## config.mk

```make
export PLATFORM = sky130hd
export DESIGN_NAME = rainbow_led_color_engine
export DESIGN_NICKNAME = d
export VERILOG_FILES = /design/src/rtl/rlce_pkg.sv /design/src/rtl/rlce_ctrl.sv /design/src/rtl/rlce_datapath.sv /design/src/rtl/rainbow_led_color_engine.sv
export SDC_FILE = /design/constraint.sdc
export NUM_CORES = 1
export LEC_CHECK = 0
export BUFFER_PORTS_ARGS = -buffer_cell sky130_fd_sc_hd__buf_2
export CORE_UTILIZATION = 33
export CTS_CLUSTER_SIZE = 28
export DETAILED_ROUTE_END_ITERATION = 12
export PLACE_DENSITY_LB_ADDON = 0.25
export SYNTH_ARGS = -nofsm -noshare
export SYNTH_HDL_FRONTEND = slang
export SYNTH_SLANG_ARGS = --single-unit
export TNS_END_PERCENT = 50
```

## constraint.sdc

```tcl
create_clock -name aclk -period 8.44 [get_ports aclk]
set_clock_uncertainty 0.2 [all_clocks]
set_input_delay 1.266 -clock aclk [delete_from_list [all_inputs] [get_ports aclk]]
set_output_delay 1.266 -clock aclk [all_outputs]
set_load 0.01 [all_outputs]
```

## src/rtl/rlce_pkg.sv

```systemverilog
// Shared types and constants for the rainbow LED color engine.
// Used by rlce_ctrl, rlce_datapath and the top level; depends on nothing.
`default_nettype none

package rlce_pkg;

    // Field widths of the stream payloads.
    localparam int unsigned TIME_W  = 64;
    localparam int unsigned LED_W   = 6;
    localparam int unsigned COLOR_W = 24;
    localparam int unsigned LEVEL_W = 4;
    localparam int unsigned POS_W   = 11;
    localparam int unsigned SPEED_W = 7;

    // Color wheel geometry and speed limits.
    localparam logic [POS_W:0]    WHEEL_SIZE     = 12'd1536;
    localparam logic [POS_W:0]    LED_PITCH      = 12'd151;
    localparam logic [SPEED_W-1:0] SPEED_MAX     = 7'd100;
    localparam logic [SPEED_W-1:0] SPEED_MIN     = 7'd4;
    localparam logic [TIME_W-1:0] DECAY_INTERVAL = 64'd200000;

    // speed*95/100 equals (speed*62263)>>16 for every 7-bit speed.
    localparam logic [22:0] DECAY_RECIP = 23'd62263;

    // Request kinds carried on the input tuser bit.
    localparam logic REQ_TICK = 1'b0;
    localparam logic REQ_STIM = 1'b1;

    // Commands from the controller to the datapath.
    typedef struct packed {
        logic             stim;     // raise the speed by one
        logic             advance;  // capture timestamp, step the wheel
        logic             issue;    // launch one LED into the color pipeline
        logic [LED_W-1:0] led;      // ordinal of the LED being launched
        logic             last;     // launched LED is the final one of the tick
        logic             decay;    // apply the timed speed decay
    } rlce_cmd_t;

    // Status from the datapath to the controller.
    typedef struct packed {
        logic pipe_adv;  // color pipeline moves this cycle
    } rlce_status_t;

endpackage

`default_nettype wire

```

## src/rtl/rlce_ctrl.sv

```systemverilog
// Controller state machine of the rainbow LED color engine.
// Sequences accept, per-LED issue and speed decay; depends on rlce_pkg.
`default_nettype none

module rlce_ctrl #(
    parameter int unsigned NUM_EFFECT_LEDS = 16
) (
    input  wire logic                  aclk,
    input  wire logic                  aresetn,
    input  wire logic                  s_tvalid,
    input  wire logic                  s_tuser,
    output logic                       s_tready,
    input  rlce_pkg::rlce_status_t     status,
    output rlce_pkg::rlce_cmd_t        cmd
);
    import rlce_pkg::*;

    typedef enum logic [1:0] {
        ST_IDLE,
        ST_EMIT,
        ST_DECAY
    } state_t;

    localparam logic [LED_W-1:0] LAST_LED = LED_W'(NUM_EFFECT_LEDS - 1);

    state_t           state_reg;
    logic [LED_W-1:0] led_cnt_reg;
    logic             accept;

    // A new request is taken only between ticks.
    assign s_tready = (state_reg == ST_IDLE);
    assign accept   = s_tvalid && s_tready;

    // Commands decoded from the current state.
    always_comb begin
        cmd.stim    = accept && (s_tuser == REQ_STIM);
        cmd.advance = accept && (s_tuser == REQ_TICK);
        cmd.issue   = (state_reg == ST_EMIT) && status.pipe_adv;
        cmd.led     = led_cnt_reg;
        cmd.last    = (led_cnt_reg == LAST_LED);
        cmd.decay   = (state_reg == ST_DECAY);
    end

    // State and LED counter.
    always_ff @(posedge aclk) begin
        if (!aresetn) begin
            state_reg   <= ST_IDLE;
            led_cnt_reg <= '0;
        end else begin
            case (state_reg)
                ST_IDLE: begin
                    if (accept && (s_tuser == REQ_TICK)) begin
                        state_reg   <= ST_EMIT;
                        led_cnt_reg <= '0;
                    end
                end
                ST_EMIT: begin
                    if (status.pipe_adv) begin
                        if (led_cnt_reg == LAST_LED) begin
                            state_reg <= ST_DECAY;
                        end else begin
                            led_cnt_reg <= led_cnt_reg + 1'b1;
                        end
                    end
                end
                ST_DECAY: begin
                    state_reg <= ST_IDLE;
                end
                default: begin
                    state_reg <= ST_IDLE;
                end
            endcase
        end
    end

endmodule

`default_nettype wire

```

## src/rtl/rlce_datapath.sv

```systemverilog
// Datapath of the rainbow LED color engine: wheel state, speed control and
// a three-stage stallable color pipeline ending in the output register.
// Depends on rlce_pkg.
`default_nettype none

module rlce_datapath (
    input  wire logic                          aclk,
    input  wire logic                          aresetn,
    input  wire logic                          cfg_wr_en,
    input  wire logic [rlce_pkg::LEVEL_W-1:0]  cfg_wr_data,
    input  wire logic [rlce_pkg::TIME_W-1:0]   time_us,
    input  rlce_pkg::rlce_cmd_t                cmd,
    output rlce_pkg::rlce_status_t             status,
    input  wire logic                          m_tready,
    output logic                               m_tvalid,
    output logic [rlce_pkg::LED_W-1:0]         m_led,
    output logic [rlce_pkg::COLOR_W-1:0]       m_color,
    output logic                               m_last
);
    import rlce_pkg::*;

    // Brightness multiplier for a level; levels above the table saturate.
    function automatic logic [7:0] bright_value(input logic [LEVEL_W-1:0] lvl);
        logic [7:0] val;
        if (lvl >= 4'd8) begin
            val = 8'd255;
        end else begin
            val = {lvl[2:0], 5'b00000};
        end
        return val;
    endfunction

    // Exact floor(p/255) for any product of two bytes.
    function automatic logic [7:0] div255(input logic [15:0] p);
        logic [16:0] s;
        s = {1'b0, p} + {9'd0, p[15:8]} + 17'd1;
        return s[15:8];
    endfunction

    // Square gamma: ((v+1)^2-1)>>8, low byte.
    function automatic logic [7:0] gamma(input logic [7:0] v);
        logic [16:0] vp;
        logic [16:0] sq;
        vp = {9'd0, v} + 17'd1;
        sq = vp * vp - 17'd1;
        return sq[15:8];
    endfunction

    logic [LEVEL_W-1:0] level_reg;
    logic [POS_W-1:0]   pos_reg;
    logic [SPEED_W-1:0] speed_reg;
    logic [TIME_W-1:0]  next_decay_reg;
    logic [TIME_W-1:0]  time_reg;
    logic [POS_W-1:0]   entry_reg;

    logic [POS_W:0]     pos_sum;
    logic [POS_W-1:0]   pos_next;
    logic [POS_W:0]     entry_sum;
    logic [POS_W-1:0]   entry_next;
    logic [22:0]        decay_prod;

    // Pipeline stage registers.
    logic               v1_reg, v2_reg, v3_reg;
    logic [LED_W-1:0]   led1_reg, led2_reg, led3_reg;
    logic               last1_reg, last2_reg, last3_reg;
    logic [7:0]         r1_reg, g1_reg, b1_reg;
    logic [15:0]        r2_reg, g2_reg, b2_reg;
    logic [COLOR_W-1:0] color3_reg;

    logic [7:0]         r_raw, g_raw, b_raw;
    logic [7:0]         ramp_up, ramp_dn, lvl_val;
    logic               adv;

    // The pipeline moves unless the output holds a transaction not yet taken.
    assign adv             = !v3_reg || m_tready;
    assign status.pipe_adv = adv;

    // Wheel step modulo the wheel size.
    assign pos_sum  = {1'b0, pos_reg} + {{(POS_W-SPEED_W+1){1'b0}}, speed_reg};
    assign pos_next = (pos_sum >= WHEEL_SIZE) ? POS_W'(pos_sum - WHEEL_SIZE)
                                              : pos_sum[POS_W-1:0];

    // Next LED's wheel entry, one pitch further on.
    assign entry_sum  = {1'b0, entry_reg} + LED_PITCH;
    assign entry_next = (entry_sum >= WHEEL_SIZE) ? POS_W'(entry_sum - WHEEL_SIZE)
                                                  : entry_sum[POS_W-1:0];

    assign decay_prod = {16'd0, speed_reg} * DECAY_RECIP;

    // Configuration, wheel, speed and decay timer state.
    always_ff @(posedge aclk) begin
        if (!aresetn) begin
            level_reg      <= 4'd8;
            pos_reg        <= '0;
            speed_reg      <= SPEED_MIN;
            next_decay_reg <= '0;
        end else begin
            if (cfg_wr_en) begin
                level_reg <= cfg_wr_data;
            end
            if (cmd.stim && (speed_reg < SPEED_MAX)) begin
                speed_reg <= speed_reg + 1'b1;
            end
            if (cmd.advance) begin
                pos_reg <= pos_next;
            end
            if (cmd.decay && (time_reg >= next_decay_reg)) begin
                next_decay_reg <= time_reg + DECAY_INTERVAL;
                if (speed_reg > SPEED_MIN) begin
                    speed_reg <= decay_prod[22:16];
                end
            end
        end
    end

    // Timestamp and entry walk; payload only.
    always_ff @(posedge aclk) begin
        if (cmd.advance) begin
            time_reg  <= time_us;
            entry_reg <= pos_next;
        end else if (cmd.issue) begin
            entry_reg <= entry_next;
        end
    end

    // Six-sector hue ramp for the current entry.
    assign ramp_up = entry_reg[7:0];
    assign ramp_dn = ~entry_reg[7:0];

    always_comb begin
        case (entry_reg[POS_W-1:8])
            3'd0: begin r_raw = ramp_up; g_raw = 8'd0;    b_raw = 8'd255;  end
            3'd1: begin r_raw = 8'd255;  g_raw = 8'd0;    b_raw = ramp_dn; end
            3'd2: begin r_raw = 8'd255;  g_raw = ramp_up; b_raw = 8'd0;    end
            3'd3: begin r_raw = ramp_dn; g_raw = 8'd255;  b_raw = 8'd0;    end
            3'd4: begin r_raw = 8'd0;    g_raw = 8'd255;  b_raw = ramp_up; end
            default: begin r_raw = 8'd0; g_raw = ramp_dn; b_raw = 8'd255;  end
        endcase
    end

    assign lvl_val = bright_value(level_reg);

    // Pipeline valid bits.
    always_ff @(posedge aclk) begin
        if (!aresetn) begin
            v1_reg <= 1'b0;
            v2_reg <= 1'b0;
            v3_reg <= 1'b0;
        end else if (adv) begin
            v1_reg <= cmd.issue;
            v2_reg <= v1_reg;
            v3_reg <= v2_reg;
        end
    end

    // Stage 1 raw channels, stage 2 brightness products, stage 3 div255/gamma/pack.
    always_ff @(posedge aclk) begin
        if (adv) begin
            led1_reg   <= cmd.led;
            last1_reg  <= cmd.last;
            r1_reg     <= r_raw;
            g1_reg     <= g_raw;
            b1_reg     <= b_raw;

            led2_reg   <= led1_reg;
            last2_reg  <= last1_reg;
            r2_reg     <= {8'd0, r1_reg} * {8'd0, lvl_val};
            g2_reg     <= {8'd0, g1_reg} * {8'd0, lvl_val};
            b2_reg     <= {8'd0, b1_reg} * {8'd0, lvl_val};

            led3_reg   <= led2_reg;
            last3_reg  <= last2_reg;
            color3_reg <= {gamma(div255(g2_reg)), gamma(div255(r2_reg)),
                           gamma(div255(b2_reg))};
        end
    end

    assign m_tvalid = v3_reg;
    assign m_led    = led3_reg;
    assign m_color  = color3_reg;
    assign m_last   = last3_reg;

endmodule

`default_nettype wire

```

## src/rtl/rainbow_led_color_engine.sv

```systemverilog
// Top level of the rainbow LED color engine: stream ports, controller and
// datapath. Depends on rlce_pkg, rlce_ctrl and rlce_datapath.
//
// Usage:
//   Input stream: s_tuser selects the request (0 frame tick, 1 stimulate);
//   s_tdata carries the 64-bit microsecond timestamp of a tick.
//   A stimulate transaction raises the rotation speed (up to 100) and
//   produces nothing. A tick steps the wheel and produces one output
//   transaction per effect LED, in order, with m_tlast on the final one.
//   Output stream: m_tdata holds the LED ordinal and the GRB color.
//   cfg_wr_en/cfg_wr_data write the brightness level (0..8, above 8 is full).
// Timing:
//   A tick occupies the input from its accept through the launch of each LED
//   into the color pipeline and the speed decay step that follows.
//   A launched LED's color passes the stage 1, 2 and 3 registers; the pipeline
//   then delivers one color per cycle while m_tready is high.
//   When m_tready is low with a color waiting, the color pipeline and LED
//   launch halt, holding every color; no transaction is dropped.
// Reset: aresetn low sets brightness 8, wheel 0, speed 4, decay timer 0.
`default_nettype none

module rainbow_led_color_engine #(
    parameter int unsigned NUM_EFFECT_LEDS = 16
) (
    input  wire logic        aclk,
    input  wire logic        aresetn,
    // Configuration: brightness level.
    input  wire logic        cfg_wr_en,
    input  wire logic [3:0]  cfg_wr_data,
    // Input stream.
    input  wire logic        s_tvalid,
    output logic             s_tready,
    input  wire logic [63:0] s_tdata,   // [63:0] time_us
    input  wire logic        s_tuser,   // [0] req_type
    // Output stream.
    output logic             m_tvalid,
    input  wire logic        m_tready,
    output logic [31:0]      m_tdata,   // [5:0] led_ordinal, [29:6] color_grb, [31:30] zero
    output logic             m_tlast
);
    import rlce_pkg::*;

    rlce_cmd_t            cmd;
    rlce_status_t         status;
    logic [LED_W-1:0]     m_led;
    logic [COLOR_W-1:0]   m_color;

    // Sequencer for each request.
    rlce_ctrl #(
        .NUM_EFFECT_LEDS (NUM_EFFECT_LEDS)
    ) u_ctrl (
        .aclk     (aclk),
        .aresetn  (aresetn),
        .s_tvalid (s_tvalid),
        .s_tuser  (s_tuser),
        .s_tready (s_tready),
        .status   (status),
        .cmd      (cmd)
    );

    // Wheel state and color pipeline.
    rlce_datapath u_datapath (
        .aclk        (aclk),
        .aresetn     (aresetn),
        .cfg_wr_en   (cfg_wr_en),
        .cfg_wr_data (cfg_wr_data),
        .time_us     (s_tdata),
        .cmd         (cmd),
        .status      (status),
        .m_tready    (m_tready),
        .m_tvalid    (m_tvalid),
        .m_led       (m_led),
        .m_color     (m_color),
        .m_last      (m_tlast)
    );

    // Pack the result fields, LED ordinal in the lowest bits.
    assign m_tdata = {2'b00, m_color, m_led};

endmodule

`default_nettype wire
```

==> reports/metrics.cfg <==
[drt]
routed_wl_um=53900
drtAntennaViolNets=0
drc_errors=0
wl_per_cell_um=13.3
dr.pass1.iters=5
drt_iter0_drc=633
viasPerCell=4.59
vias=18556

[final_layout]
fin_area_mm2=0.0310
final_common_cell=inv_1
nNetsFinal=3657
final_cell_mix=inv_1 (512), ha_1 (382), fa_1 (264)
nFillCells=8462
antenna_cells=0
drive_above_1_share_pct=8.09
syn_to_final_growth_pct=11.3

[global_route]
antenna_found_initial=1
track_usage_pct=12.9
grt_max_degree=98
grt_pass1_wl_um=91800
grt_pass1_vias=18835
grt_overflow=0

[job]
maxCapViolCount=0

[hold_path]
hold_class=register to register
hp-start=u_datapath.led1_reg[4]
hold_end=u_datapath.led2_reg[4]
whs_path_depth=0

[clocking]
post_cts_buffers=0
cts.reportedPaths.clkPinSlew_ps=50
ctsHtreeMaxLevel=2
cts_sinks=289
cts_root_buf=clkbuf_16
insertion_delay_ps=590
clock_path_buffers=3
cts_made_buffers=39
cts_tree=done

[logic_synthesis]
synthArstFlopShare_pct=0
ys_ff_latch=289
synth_area_mm2=0.0278
synth_cells=2821
synth_enable_flop_cells=192
ys_seq_area_share_pct=27.7
synth.area.top_cells=edfxtp_1 (21%), fa_1 (19%), ha_1 (17%)
synth_top_cell_by_area=edfxtp_1
ys_types=89
yosysWarningCount=0
synth_flop_cell=edfxtp_1
syn_avg_cell_area_um2=9.87
netlist.area_leader.share_pct=20.7

[critical_path]
worst-r2r-setup-slack_ps=530
r2r-start=u_datapath.b2_reg[14]
startpoint_type=register
r2r_end=u_datapath.m_color[7]
worstRegToRegCells=31
cpPeakStageDelay_ps=540
cp-end-kind=register
crit_arrival_ps=8020
cp_slowest_cell=fa_1
worstSetupPathType=register to register
crit_top_cell=fa_1
cp_max_fo=5
critical_path_required_ps=8550

[timing]
tns_ps=0
rsz0062_at_grt=false
max_slew.worst_pin.slew_ps=968
period_share_pct=93.7
max_freq_mhz=126
final_max_slew_viol_count=0
fin_crit_ps=7910
setup_viol=0
relSlewSlack_pct=35.4
finalHoldViolCount=0

[place]
gp_congestion=0.788
post-dp-hpwl_um=42400
portBuffers=106
place_area_mm2=0.0297

[floorplan]
design.core.area_mm2=0.0836
die-area_mm2=0.0855
io_pins=109
die_w_um=292
num_rows=106
chipHeight_um=292
initial_core_util_pct=33.3

[status]
status=completed

-- routing by layer --
| layer | wire length [µm] | vias up | track usage [%] |
|---|---|---|---|
| met1 | 25600 | 8782 | 16.9 |
| li1 | - | 9561 | - |
| met2 | 25700 | 146 | 22.2 |
| met4 | 1180 | 2 | 3.45 |
| met3 | 1360 | 65 | 1.88 |
| met5 | 11 | - | 0 |
-- area by class of cell --
| type | instances | area, µm² | area share (%) |
|---|---|---|---|
| multi-input cells | 1957 | 18000 | 58.1 |
| clock buffers | 46 | 1000 | 3.24 |
| flip-flops and latches | 289 | 7710 | 24.9 |
| inverters | 521 | 1960 | 6.33 |
| well taps | 1080 | 1350 | 4.36 |
| clock inverters | 24 | 265 | 0.856 |
| repair buffers | 129 | 703 | 2.27 |
-- cell usage after synthesis (all sizes together) (20+ instances only) --
cell    count
inv       521
ha        382
fa        264
nor2      213
nand2     199
edfxtp    192
xnor2     142
a21oi     102
dfxtp      97
o21ai      72
a211oi     68
xor2       59
clkbuf     56
nand3      54
and2       42
a21o       41
nand4      39
nand2b     25
nor3       25
nor2b      23
o31ai      20
or2        20
-- critical path: cells and delay by family (launching register included) --
family	cells	cell delay [ps]
buf+inv	4	300
simple gates	8	1290
flops	1	460
compound gates	9	1780
fa+ha+maj	8	3370
xor+xnor	2	270
-- how the worst max path moves through the flow --
| stage | startpoint | endpoint |
|---|---|---|
| 2_1_floorplan | u_datapath.b2_reg[14] | u_datapath.m_color[7] |
| 3_3_place_gp | u_datapath.b2_reg[14] | u_datapath.m_color[7] |
| 3_5_place_dp | u_datapath.b2_reg[14] | u_datapath.m_color[7] |
| 4_1_cts | u_datapath.b2_reg[14] | u_datapath.m_color[7] |
| 5_1_grt | u_datapath.b2_reg[14] | u_datapath.m_color[7] |
| 6_report | u_datapath.b2_reg[14] | u_datapath.m_color[7] |
-- per-stage QoR --
| step | worst slack [ps] | utilization, % | hold WS (ps) | instances |
|---|---|---|---|---|
| 2_1_floorplan | 720 | - | 200 | 2838 |
| 3_3_place_gp | 305 | 35.5 | 203 | 3976 |
| 3_5_place_dp | 144 | 35.5 | 206 | 3976 |
| 4_1_cts | 120 | 37.0 | 219 | 4046 |
| 5_1_grt | 26.4 | 37.1 | 220 | 4046 |
| 6_report | 530 | 37.1 | 217 | 4046 |
-- repair_timing --
| action | CTS | global route |
|---|---|---|
| hold buffers | 0 | 0 |
| gates resized for setup | 0 | 6 |
| endpoints found under the setup margin | 0 | 6 |
-- cells by family after synthesis --
| kind of cell | count (synthesis) | share of synthesized area [%] |
|---|---|---|
| buffers and inverters | 592 | 8.06 |
| other | 2 | 0.0270 |
| muxes | 7 | 0.256 |
| DFF | 289 | 27.7 |
| xor gates and xnor gates | 201 | 6.46 |
| AOI/OAI and AO/OA | 396 | 9.54 |
| and+or+nand+nor | 686 | 11.8 |
| adders and majority gates | 648 | 36.2 |
Power is not shown: default switching activity piles up to over one toggle a cycle in this logic, so the estimate is an artifact.
